--- src/hdl/vamc_pkg.sv ---
// ----------------------------------------------------------------------------
// Valve actuator mode control package
// Field widths, mode, position and command codes, and the decode bundle.
// ----------------------------------------------------------------------------
package vamc_pkg;

	// Pin field widths.
	localparam int PROT_W   = 4;
	localparam int SEL_W    = 3;
	localparam int BTN_W    = 2;
	localparam int CMD_W    = 2;
	localparam int LIM_W    = 2;

	// Operating mode codes as reported on the result.
	typedef enum logic [2:0] {
		MODE_REMOTE  = 3'd0,
		MODE_LOCAL   = 3'd1,
		MODE_OFF     = 3'd2,
		MODE_STOP    = 3'd3,
		MODE_HWHEEL  = 3'd4,
		MODE_THERMAL = 3'd5,
		MODE_OTORQUE = 3'd6,
		MODE_CTORQUE = 3'd7
	} mode_t;

	// Valve position codes.
	typedef enum logic [1:0] {
		POS_UNDEF  = 2'd0,
		POS_OPENED = 2'd1,
		POS_CLOSED = 2'd2,
		POS_TRAVEL = 2'd3
	} pos_t;

	// Decoded open/close command.
	typedef enum logic [1:0] {
		CMD_NONE  = 2'd0,
		CMD_OPEN  = 2'd1,
		CMD_CLOSE = 2'd2
	} cmd_t;

	// Everything the flag logic needs from one tick of pins.
	typedef struct packed {
		mode_t mode;
		pos_t  pos;
		cmd_t  cmd;
	} decode_t;

	// Active-low command pair; open wins when both are asserted.
	function automatic cmd_t f_decode_command(input logic [CMD_W-1:0] pins);
		cmd_t c;
		if (!pins[0]) begin
			c = CMD_OPEN;
		end else if (!pins[1]) begin
			c = CMD_CLOSE;
		end else begin
			c = CMD_NONE;
		end
		return c;
	endfunction

endpackage

--- src/hdl/valve_actuator_mode_control_core.sv ---
// ----------------------------------------------------------------------------
// Valve actuator mode control core
// Turns each tick of raw switch levels into motor drives and status feedback.
// ----------------------------------------------------------------------------
// The block takes one tick of pin levels per clock cycle while in_stall is
// low and returns one result per tick, in order. A tick is captured in an
// input register, decoded and combined with the held mode and direction
// flags in one pass of logic, and written to the result register, from which
// the result is offered. A result that waits on a stalled output keeps the
// input register full; the next tick is still taken while the input register
// is empty or moves forward in the same cycle. After reset the held mode is
// remote, both direction flags are clear and no result is valid.
module valve_actuator_mode_control_core (
	input  logic                        clk,
	input  logic                        arst_n,
	// Input channel
	input  logic                        in_valid,
	output logic                        in_stall,
	input  logic [vamc_pkg::PROT_W-1:0] protection_pins,
	input  logic [vamc_pkg::SEL_W-1:0]  selector_pins,
	input  logic [vamc_pkg::BTN_W-1:0]  local_button_pins,
	input  logic [vamc_pkg::CMD_W-1:0]  remote_command_pins,
	input  logic [vamc_pkg::LIM_W-1:0]  limit_pins,
	// Output channel
	output logic                        out_valid,
	input  logic                        out_stall,
	output logic                        motor_open_drive,
	output logic                        motor_close_drive,
	output logic                        opened_feedback,
	output logic                        closed_feedback,
	output logic                        available_feedback,
	output logic [2:0]                  valve_mode_code,
	output logic [1:0]                  position_code
);

	// Input register
	logic                        valid_s1;
	logic [vamc_pkg::PROT_W-1:0] prot_s1;
	logic [vamc_pkg::SEL_W-1:0]  sel_s1;
	logic [vamc_pkg::BTN_W-1:0]  btn_s1;
	logic [vamc_pkg::CMD_W-1:0]  rcmd_s1;
	logic [vamc_pkg::LIM_W-1:0]  lim_s1;

	// Held state
	vamc_pkg::mode_t prev_mode_q;
	logic            opening_q;
	logic            closing_q;

	// Result register
	logic            out_valid_q;
	logic            open_drive_q;
	logic            close_drive_q;
	logic            opened_fb_q;
	logic            closed_fb_q;
	logic            avail_fb_q;
	vamc_pkg::mode_t mode_q;
	vamc_pkg::pos_t  pos_q;

	vamc_pkg::decode_t dec;
	logic              advance;
	logic              cmd_mode;
	logic              open_set;
	logic              open_next;
	logic              close_set;
	logic              close_next;

	// Flow control: the result register frees up when empty or its transfer completes.
	assign advance  = !out_valid_q || !out_stall;
	assign in_stall = valid_s1 && !advance;

	// Capture a tick on each input transfer.
	always_ff @(posedge clk or negedge arst_n) begin
		if (!arst_n) begin
			valid_s1 <= 1'b0;
		end else if (!in_stall) begin
			valid_s1 <= in_valid;
		end
	end

	always_ff @(posedge clk) begin
		if (in_valid && !in_stall) begin
			prot_s1 <= protection_pins;
			sel_s1  <= selector_pins;
			btn_s1  <= local_button_pins;
			rcmd_s1 <= remote_command_pins;
			lim_s1  <= limit_pins;
		end
	end

	vamc_decode u_decode (
		.protection_pins     (prot_s1),
		.selector_pins       (sel_s1),
		.local_button_pins   (btn_s1),
		.remote_command_pins (rcmd_s1),
		.limit_pins          (lim_s1),
		.dec                 (dec)
	);

	// Direction flags. Commands count only in a steady remote or local mode;
	// the opening flag is settled first and interlocks the closing flag.
	always_comb begin
		cmd_mode = (dec.mode == prev_mode_q) &&
			((dec.mode == vamc_pkg::MODE_REMOTE) || (dec.mode == vamc_pkg::MODE_LOCAL));
		open_set  = opening_q ||
			((dec.cmd == vamc_pkg::CMD_OPEN) && (dec.pos != vamc_pkg::POS_OPENED) && !closing_q);
		open_next = cmd_mode && open_set &&
			!((dec.pos == vamc_pkg::POS_OPENED) || (dec.cmd == vamc_pkg::CMD_CLOSE));
		close_set = closing_q ||
			((dec.cmd == vamc_pkg::CMD_CLOSE) && (dec.pos != vamc_pkg::POS_CLOSED) && !open_next);
		close_next = cmd_mode && close_set &&
			!((dec.pos == vamc_pkg::POS_CLOSED) || (dec.cmd == vamc_pkg::CMD_OPEN));
	end

	// State moves forward only when a tick enters the result register.
	always_ff @(posedge clk or negedge arst_n) begin
		if (!arst_n) begin
			prev_mode_q <= vamc_pkg::MODE_REMOTE;
			opening_q   <= 1'b0;
			closing_q   <= 1'b0;
		end else if (advance && valid_s1) begin
			prev_mode_q <= dec.mode;
			opening_q   <= open_next;
			closing_q   <= close_next;
		end
	end

	// Result register.
	always_ff @(posedge clk or negedge arst_n) begin
		if (!arst_n) begin
			out_valid_q <= 1'b0;
		end else if (advance) begin
			out_valid_q <= valid_s1;
		end
	end

	always_ff @(posedge clk) begin
		if (advance && valid_s1) begin
			open_drive_q  <= open_next;
			close_drive_q <= close_next;
			opened_fb_q   <= (dec.pos == vamc_pkg::POS_OPENED);
			closed_fb_q   <= (dec.pos == vamc_pkg::POS_CLOSED);
			avail_fb_q    <= (dec.mode == vamc_pkg::MODE_REMOTE);
			mode_q        <= dec.mode;
			pos_q         <= dec.pos;
		end
	end

	assign out_valid          = out_valid_q;
	assign motor_open_drive   = open_drive_q;
	assign motor_close_drive  = close_drive_q;
	assign opened_feedback    = opened_fb_q;
	assign closed_feedback    = closed_fb_q;
	assign available_feedback = avail_fb_q;
	assign valve_mode_code    = mode_q;
	assign position_code      = pos_q;

endmodule

--- src/hdl/vamc_decode.sv ---
// ----------------------------------------------------------------------------
// Valve actuator mode control: pin decoder
// Decodes mode by priority, position from the limits, and the active command.
// ----------------------------------------------------------------------------
module vamc_decode (
	input  logic [vamc_pkg::PROT_W-1:0] protection_pins,
	input  logic [vamc_pkg::SEL_W-1:0]  selector_pins,
	input  logic [vamc_pkg::BTN_W-1:0]  local_button_pins,
	input  logic [vamc_pkg::CMD_W-1:0]  remote_command_pins,
	input  logic [vamc_pkg::LIM_W-1:0]  limit_pins,
	output vamc_pkg::decode_t           dec
);

	vamc_pkg::mode_t mode;
	vamc_pkg::pos_t  pos;

	// Mode: protections first, then the selector contacts (active low).
	always_comb begin
		priority if (!protection_pins[0]) begin
			mode = vamc_pkg::MODE_HWHEEL;
		end else if (protection_pins[1]) begin
			mode = vamc_pkg::MODE_CTORQUE;
		end else if (protection_pins[2]) begin
			mode = vamc_pkg::MODE_OTORQUE;
		end else if (protection_pins[3]) begin
			mode = vamc_pkg::MODE_THERMAL;
		end else if (!selector_pins[0]) begin
			mode = vamc_pkg::MODE_REMOTE;
		end else if (!selector_pins[1]) begin
			mode = vamc_pkg::MODE_LOCAL;
		end else if (!selector_pins[2]) begin
			mode = vamc_pkg::MODE_OFF;
		end else begin
			mode = vamc_pkg::MODE_STOP;
		end
	end

	// Position: both limits at once means the switches disagree.
	always_comb begin
		unique case (limit_pins)
			2'b11:   pos = vamc_pkg::POS_UNDEF;
			2'b01:   pos = vamc_pkg::POS_OPENED;
			2'b10:   pos = vamc_pkg::POS_CLOSED;
			default: pos = vamc_pkg::POS_TRAVEL;
		endcase
	end

	// The command source follows the mode: remote pins in remote, buttons otherwise.
	always_comb begin
		dec.mode = mode;
		dec.pos  = pos;
		if (mode == vamc_pkg::MODE_REMOTE) begin
			dec.cmd = vamc_pkg::f_decode_command(remote_command_pins);
		end else begin
			dec.cmd = vamc_pkg::f_decode_command(local_button_pins);
		end
	end

endmodule

--- config.mk ---
export PLATFORM = sky130hd
export DESIGN_NAME = valve_actuator_mode_control_core
export DESIGN_NICKNAME = d
export VERILOG_FILES = /design/src/hdl/vamc_pkg.sv /design/src/hdl/valve_actuator_mode_control_core.sv /design/src/hdl/vamc_decode.sv
export SDC_FILE = /design/constraint.sdc
export NUM_CORES = 1
export LEC_CHECK = 0
export BUFFER_PORTS_ARGS = -buffer_cell sky130_fd_sc_hd__buf_4
export CAP_MARGIN = 10
export CORE_MARGIN = 3
export CORE_UTILIZATION = 51
export DETAILED_ROUTE_END_ITERATION = 16
export GPL_TIMING_DRIVEN = 0
export PLACE_DENSITY = 0.81
export SYNTH_ARGS = -nofsm -noshare
export SYNTH_HDL_FRONTEND = slang
export SYNTH_SLANG_ARGS = --single-unit
--- constraint.sdc ---
create_clock -name clk -period 2.1 [get_ports clk]
set_clock_uncertainty 0.05 [all_clocks]
set_input_delay 0.105 -clock clk [delete_from_list [all_inputs] [get_ports clk]]
set_output_delay 0.105 -clock clk [all_outputs]
set_load 0.005 [all_outputs]
== After elaboration in Yosys (flattened, before gate mapping) ==
Cells that the tools add are included.

* $add $sub $neg: 0
* Multiply operators: 0
* Divide/modulo/power cells: 0
* Magnitude comparators: 0
* Equality and inequality tests: 11
* Shift operators: 0
* Muxes and demuxes: 13
* Bitwise operators: 0
* Reductions and logical operators: 27

{| class="wikitable"
|+ Operator list
! kind !! number
|-
| 3-bit 2-to-1 mux || 6
|-
| 1-bit logical AND || 12
|-
| 2-bit 2-to-1 mux || 5
|-
| 2-bit equality test, second input constant || 4
|-
| 1-bit logical NOT || 8
|-
| 2-bit by 1-bit equality test with 1-bit output, second input constant || 3
|-
| 1-bit logical OR || 6
|-
| 2-bit one-hot mux with 3 select lines || 1
|-
| 3-bit by 1-bit equality test with 1-bit output, second input constant || 1
|-
| 3-bit equality test || 1
|-
| 3-bit logical NOT || 1
|-
| 2-bit by 1-bit inequality test with 1-bit output, second input constant || 1
|-
| 2-bit inequality test, second input constant || 1
|-
| 1-bit 2-to-1 mux || 1
|}

* Register bits after elaboration: 30
* Latch bits: 0
* RAM bits: 0
* Memory bits (read-only): 0
* Input bits: 17
* Output and inout port bits: 12
* Word-level logic and storage cells: 68
* Memories: 0

== Depth between registers and ports, before layout ==
Gate-level depths: netlist (run 1).

* Depth in word-level cells: 20
* Mapped depth: 6
* Mapped depth without buffers: 6

== Hierarchy ==
From an unflattened synthesis (run 1), not the netlist that was laid out.

* Cells, all modules: 76
* Area, all modules: 1193.6 µm²

{| class="wikitable"
|+ By module, submodules not included
! module !! times used !! cells each !! area each (µm²) !! sequential area each (µm²)
|-
| valve_actuator_mode_control_core || 1 || 59 || 1084.8 || 865.8
|-
| vamc_decode || 1 || 17 || 108.9 || 0.0
|}

== Least setup slack after synthesis (run 1) ==
Ideal clock, no wire load.

* Path type: flip-flop to flip-flop
* Start point: reg prot_s1[3] in the netlist's numbering
* End point: reg open_drive_q (netlist: motor_open_drive) (data pin)
* Library setup time: 272 ps
* Data arrival time: 1435 ps
* Required time: 1778 ps
* Slack: 343 ps
* Stages on the path, launching flop included: 6
* Buffers on the path: 0
* Clock period less this slack: 1757 ps
* Cell sequence: edfxtp_1 -> nor4b_4 -> inv_2 -> or3_4 -> a31oi_1 -> nor4_1

{| class="wikitable"
|+ RTL lines
! item !! line !! source
|-
| start: declaration || valve_actuator_mode_control_core.sv:38 || <nowiki>logic [vamc_pkg::PROT_W-1:0] prot_s1;</nowiki>
|-
| start signal: assignment || valve_actuator_mode_control_core.sv:82 || <nowiki>prot_s1 <= protection_pins;</nowiki>
|-
| end signal: assignment || valve_actuator_mode_control_core.sv:138 || <nowiki>open_drive_q <= open_next;</nowiki>
|-
| end: declaration || valve_actuator_mode_control_core.sv:51 || <nowiki>logic open_drive_q;</nowiki>
|}

== Final worst setup path (run 1) ==
* Start point: in out_stall
* End point: reg prev_mode_q[1]

* Cells in the longest elaborated chain, start to end: 3

{| class="wikitable"
|+ RTL lines
! item !! line !! source
|-
| start: declaration || valve_actuator_mode_control_core.sv:26 || <nowiki>input logic out_stall,</nowiki>
|-
| 1-bit logical NOT || valve_actuator_mode_control_core.sv:68 || <nowiki>assign advance = !out_valid_q || !out_stall;</nowiki>
|-
| 1-bit logical OR || valve_actuator_mode_control_core.sv:68 ||
|-
| 1-bit logical AND || valve_actuator_mode_control_core.sv:120 || <nowiki>end else if (advance && valid_s1) begin</nowiki>
|-
| end signal: assignment || valve_actuator_mode_control_core.sv:117 || <nowiki>prev_mode_q <= vamc_pkg::MODE_REMOTE;</nowiki>
|-
| end signal: assignment || valve_actuator_mode_control_core.sv:121 || <nowiki>prev_mode_q <= dec.mode;</nowiki>
|-
| end: declaration || valve_actuator_mode_control_core.sv:45 || <nowiki>vamc_pkg::mode_t prev_mode_q;</nowiki>
|}

Every way passes these cells.
A chain may end at the register's enable or synchronous reset.

==> impl_metrics.json, run 1 <==
{
  "drv_slew": 0,
  "dr.pass1.iters": 4,
  "ys_warn_count": 0,
  "fin_crit_ns": 1.98,
  "core_area_um2": 2080,
  "antenna_found_initial": 0,
  "hold_path_class": "in -> async",
  "ys_types": 28,
  "crit_required_ns": 2.26,
  "ff2ff_setup_slack_ns": 0.14,
  "final_layout_size_suffix_gt1_share_pct": 31.3,
  "dieArea_um2": 2940,
  "crit_path_end": "prev_mode_q[1]",
  "start_util_pct": 57.0,
  "wl_per_cell_um": 14.5,
  "numPortBuffers": 28,
  "syn_area_um2": 1190,
  "die_h_um": 54.3,
  "cts_tree": "done",
  "ys_seq_area_share_pct": 72.9,
  "p_per_area_nw_per_um2": 784,
  "criticalPathCategory": "in -> reg",
  "antenna_left": 0,
  "synth.net_count": 99,
  "cts.sinks": 30,
  "grt_pass1_vias": 830,
  "irDropWorstVdd_mv": 0.625,
  "dp_slack_ns": 0.211,
  "cts-resized-gates": 0,
  "reg2regPathDepth": 5,
  "synth_area_leaders": "edfxtp_1 (58%), dfrtp_1 (15%), nor2_1 (2.8%)",
  "hold_viol_final": 0,
  "timing.final.crit_share_pct": 94.5,
  "p_leak_nw": 0.669,
  "clkTransAtPathRegs_ns": 0.09,
  "cp-startpoint": "out_stall",
  "status": "finished, final reports clean",
  "slew_headroom_pct": 39.6,
  "r2r_start": "sel_s1[0]",
  "setup_slack_ns": 0.115,
  "rsz0062_at_grt": "false",
  "grt_max_degree": 20,
  "worstPathArrival_ns": 2.14,
  "final_cell_area_um2": 1670,
  "syn_area_per_cell_um2": 14.5,
  "start_kind": "input port",
  "die_w_um": 54.3,
  "dp.cells": 137,
  "netlist.area_leader.share_pct": 58.2,
  "fmax_ghz": 0.504,
  "fin_cells": 161,
  "cts_root_buf": "clkbuf_4",
  "finalSetupViolCount": 0,
  "report.power.total_mw": 1.31,
  "track_usage_pct": 18.7,
  "ys_ff_latch": 30,
  "num_vias": 839,
  "clk_latency_ns": 0.32,
  "drt_iter0_drc": 32,
  "setup-tns-final_ns": 0,
  "vias_per_cell": 5.21,
  "grt_overflow": 0,
  "tightest_slew_ns": 0.905,
  "endpoint_kind": "flip-flop",
  "clock_path_buffers": 2,
  "gp_congestion": 0.808,
  "netlist_instances": 82,
  "grt_pass1_wl_mm": 3.62,
  "hpwl_mm": 1.41,
  "synthToLayoutAreaGrowth_pct": 40.4,
  "io_pins": 29,
  "rr_endpoint": "motor_open_drive",
  "synth_ff_type": "edfxtp_1",
  "drc": 0,
  "critPathMaxFanout": 19,
  "synth_edf_count": 23,
  "h-tree-depth": 2,
  "antennaDiodeCount": 0,
  "final_util_pct": 80.0,
  "cts_buffers": 5,
  "placed_cell_area_um2": 1430,
  "fin_nets": 150,
  "core.rowCount": 16,
  "drv_cap": 0,
  "hold_slack_ns": 0.0933,
  "finalWirelength_mm": 2.33,
  "synth_top_area_cell": "edfxtp_1",
  "synthArstFlopShare_pct": 23.3
}
## what timing repair did
item                      4_1_cts  5_1_grt
hold endpoints to repair       22        0
hold buffers                   16        0
setup buffers                   0        0
## flip-flops by register name, summed over array words and instances, names as in the netlist
signal	cells
prot_s1	4
prev_mode_q	3
sel_s1	3
valve_mode_code	3
btn_s1	2
lim_s1	2
position_code	2
rcmd_s1	2
available_feedback	1
closed_feedback	1
closing_q	1
motor_close_drive	1
motor_open_drive	1
opened_feedback	1
opening_q	1
out_valid	1
valid_s1	1
## cell usage in the layout (no fill, tap or decap), types with 3 or more instances in the layout
cell type      instances
clkbuf_1               3
nor2_1                 9
dlygate4sd3_1         16
buf_4                 28
nand2_1                3
edfxtp_1              23
inv_1                  7
nand2b_1               3
a211oi_1               3
dfrtp_1                7
clkbuf_4               5
## worst max-delay path, cell delays in order
cell and delay [ns]:
dlygate4sd3_1 0.55, buf_4 0.14, nand2_1 0.07, and2_1 0.15
clkbuf_1 0.69, mux2_2 0.42
## layer usage
metal	global-route usage [%]	vias to the layer above	share of wire, %
li1	-	405	-
met2	33.3	38	55
met1	17.4	383	34
met5	0	-	0
met4	12.0	0	3.6
met3	7.63	13	7.1
## power by group
group	leakage, nW	internal, mW	switching [mW]	total, mW
Combinational	0.326	0.0831	0.0692	0.152
Clock	0.0395	0.252	0.182	0.434
Sequential	0.303	0.693	0.0270	0.720
Total	0.669	1.03	0.278	1.31
## cells by family (layout without fill, tap and decap cells)
kind of cell	count (synthesis)	in the layout	share of synthesized area [%]
AO/OA/AOI/OAI	18	18	11.6
buffers and inverters	9	61	2.84
multiplexers	1	1	0.948
AND/OR/NAND/NOR	24	24	11.7
flip-flops	30	30	72.9
## synth_stat cells (all sizes together), types with 2 or more instances
library cell	instances
o21ai	5
nand3	2
nand2	3
dfrtp	7
inv	8
nand2b	3
a211oi	3
and2	2
nor2	9
edfxtp	23
a21oi	4
## how the worst min path moves through the flow
stage / start / endpoint / slack [ns] / cells past startpoint
floorplan: arst_n / closing_q / -0.24 / 0
global placement: arst_n / out_valid / -0.13 / 1
detailed placement: arst_n / out_valid / -0.13 / 1
CTS: arst_n / opening_q / 0.07 / 2
global route: arst_n / prev_mode_q[2] / 0.08 / 2
finish: arst_n / prev_mode_q[2] / 0.09 / 2
## area by class of cell
type / instances / area, um^2
well taps: 27 / 33.8
clock buffers: 7 / 45.0
clock inverters: 1 / 30.0
plain buffers: 1 / 3.75
multi-input cells: 43 / 288
inverters: 8 / 30.0
flip-flops and latches: 30 / 866
fillers: 112 / 415
repair buffers: 44 / 370
Power figures use the tool's default switching activity.
==> inputs of run 2 (changes only) <==
--- a/config.mk
+++ b/config.mk
@@ -7,7 +7,7 @@
 export LEC_CHECK = 0
 export BUFFER_PORTS_ARGS = -buffer_cell sky130_fd_sc_hd__buf_4
 export CAP_MARGIN = 10
-export CORE_MARGIN = 3
+export CORE_MARGIN = 4
 export CORE_UTILIZATION = 51
 export DETAILED_ROUTE_END_ITERATION = 16
 export GPL_TIMING_DRIVEN = 0
==> run 2 against run 1 <==
Effect of this change: die area is 7.5% higher; design area down 1.5%; clock power is 30% lower; core utilization down 5.8 points; maximum frequency grew 0.22%; largest power group unchanged; flip-flop and latch count unchanged; non-clock buffer count did not move; total power is 10% lower.
==> impl_metrics.json, run 2 (same netlist as run 1, synthesis figures left out) <==
{
  "antenna_found_initial": 0,
  "cts.sinks": 30,
  "hold_viol_final": 0,
  "critPathMaxFanout": 19,
  "irDropWorstVdd_mv": 0.518,
  "hpwl_mm": 1.38,
  "final_cell_mix": "buf_4 (28), edfxtp_1 (23), dlygate4sd3_1 (16)",
  "worstPathArrival_ns": 2.13,
  "grt_pass1_wl_mm": 3.66,
  "antennaDiodeCount": 0,
  "drc": 0,
  "num_vias": 843,
  "report.power.total_mw": 1.17,
  "clock_path_buffers": 2,
  "finalSetupViolCount": 0,
  "antenna_left": 0,
  "p_per_area_nw_per_um2": 714,
  "drt_iter0_drc": 9,
  "io_pins": 29,
  "placed_cell_area_um2": 1430,
  "dp.cells": 138,
  "r2r_start": "prot_s1[3]",
  "synthToLayoutAreaGrowth_pct": 38.3,
  "clkTransAtPathRegs_ns": 0.09,
  "grt_pass1_vias": 852,
  "cts_buffers": 5,
  "fill_cells": 143,
  "met1_usage_pct": 14.6,
  "finalWirelength_mm": 2.17,
  "wl_per_cell_um": 13.4,
  "final_cell_area_um2": 1640,
  "grt_overflow": 0,
  "top_register": "prot_s1",
  "fin_cells": 162,
  "setup_slack_ns": 0.120,
  "cp-startpoint": "out_stall",
  "cts_root_buf": "clkbuf_4",
  "regArea_um2": 866,
  "die_w_um": 56.3,
  "setup-tns-final_ns": 0,
  "cts_tree": "done",
  "dp_slack_ns": 0.203,
  "die_h_um": 56.3,
  "fmax_ghz": 0.505,
  "endpoint_kind": "flip-flop",
  "core_area_um2": 2210,
  "grtUsageMet3_pct": 8.05,
  "start_kind": "input port",
  "criticalPathCategory": "in -> reg",
  "grt-busiest-layer": "met2",
  "tightest_slew_ns": 0.916,
  "rsz0062_at_grt": "false",
  "multi_input_area_um2": 288,
  "clk_latency_ns": 0.31,
  "use_met2_pct": 27.9,
  "gp_congestion": 0.805,
  "mostFrequentLayoutCell": "buf_4",
  "final_layout_size_suffix_gt1_share_pct": 30.6,
  "hold_slack_ns": 0.0802,
  "grt_max_degree": 20,
  "fin_crit_ns": 1.98,
  "status": "finished, final reports clean",
  "track_usage_pct": 15.7,
  "drv_slew": 0,
  "largest_register_ffs": 4,
  "vias_per_cell": 5.20,
  "dieArea_um2": 3160,
  "hold_path_class": "in -> async",
  "timing.final.crit_share_pct": 94.3,
  "cts-resized-gates": 0,
  "p_leak_nw": 0.656,
  "start_util_pct": 53.7,
  "final_util_pct": 74.2,
  "slew_headroom_pct": 38.9,
  "numPortBuffers": 28,
  "dr.pass1.iters": 4,
  "h-tree-depth": 2,
  "drv_cap": 0,
  "fin_nets": 150,
  "core.rowCount": 17,
  "crit_required_ns": 2.25
}
[run 2: layout make-up]
| type | instances | area share (%) |
|---|---|---|
| tap | 28 | 2.13 |
| buffer | 1 | 0.229 |
| inverter | 8 | 1.83 |
| multi-input combinational | 43 | 17.5 |
| sequential | 30 | 52.7 |
| timing repair buffer | 44 | 22.6 |
| clock inverter | 1 | 0.229 |
| clock buffer | 7 | 2.74 |
[run 2: metal layers]
metal | vias to the layer above | part of all wire (%)
li1 | 402 | -
met1 | 408 | 37
met2 | 29 | 55
met3 | 4 | 7.2
met4 | 0 | 1.7
met5 | - | 0
[run 2: final timing paths]
path                                     to  slack (ns)  cells after the start
setup / recovery             prev_mode_q[1]        0.12                      6
hold / removal                    opening_q        0.08                      2
setup reg to reg           motor_open_drive        0.17                      5
hold reg to reg                   out_valid        0.44                      1
max in group asynchronous    prev_mode_q[0]        1.79                      2
min in group clk                  out_valid        0.44                      1
[run 2: worst max-delay path, cell delays in order]
cell and delay [ns]:
dlygate4sd3_1 0.53, buf_4 0.13, nand2_1 0.07, and2_1 0.17, clkbuf_1 0.71, mux2_2 0.41
[run 2: what timing repair did]
item | 4_1_cts | 5_1_grt
setup buffers | 0 | 0
hold buffers | 16 | 0
endpoints found under the hold margin | 22 | 0
[run 2: where the power goes]
group	internal (mW)	switching, mW	total (mW)	leakage [nW]
logic	0.0829	0.0674	0.150	0.326
clock network	0.128	0.176	0.305	0.0269
registers	0.693	0.0252	0.718	0.303
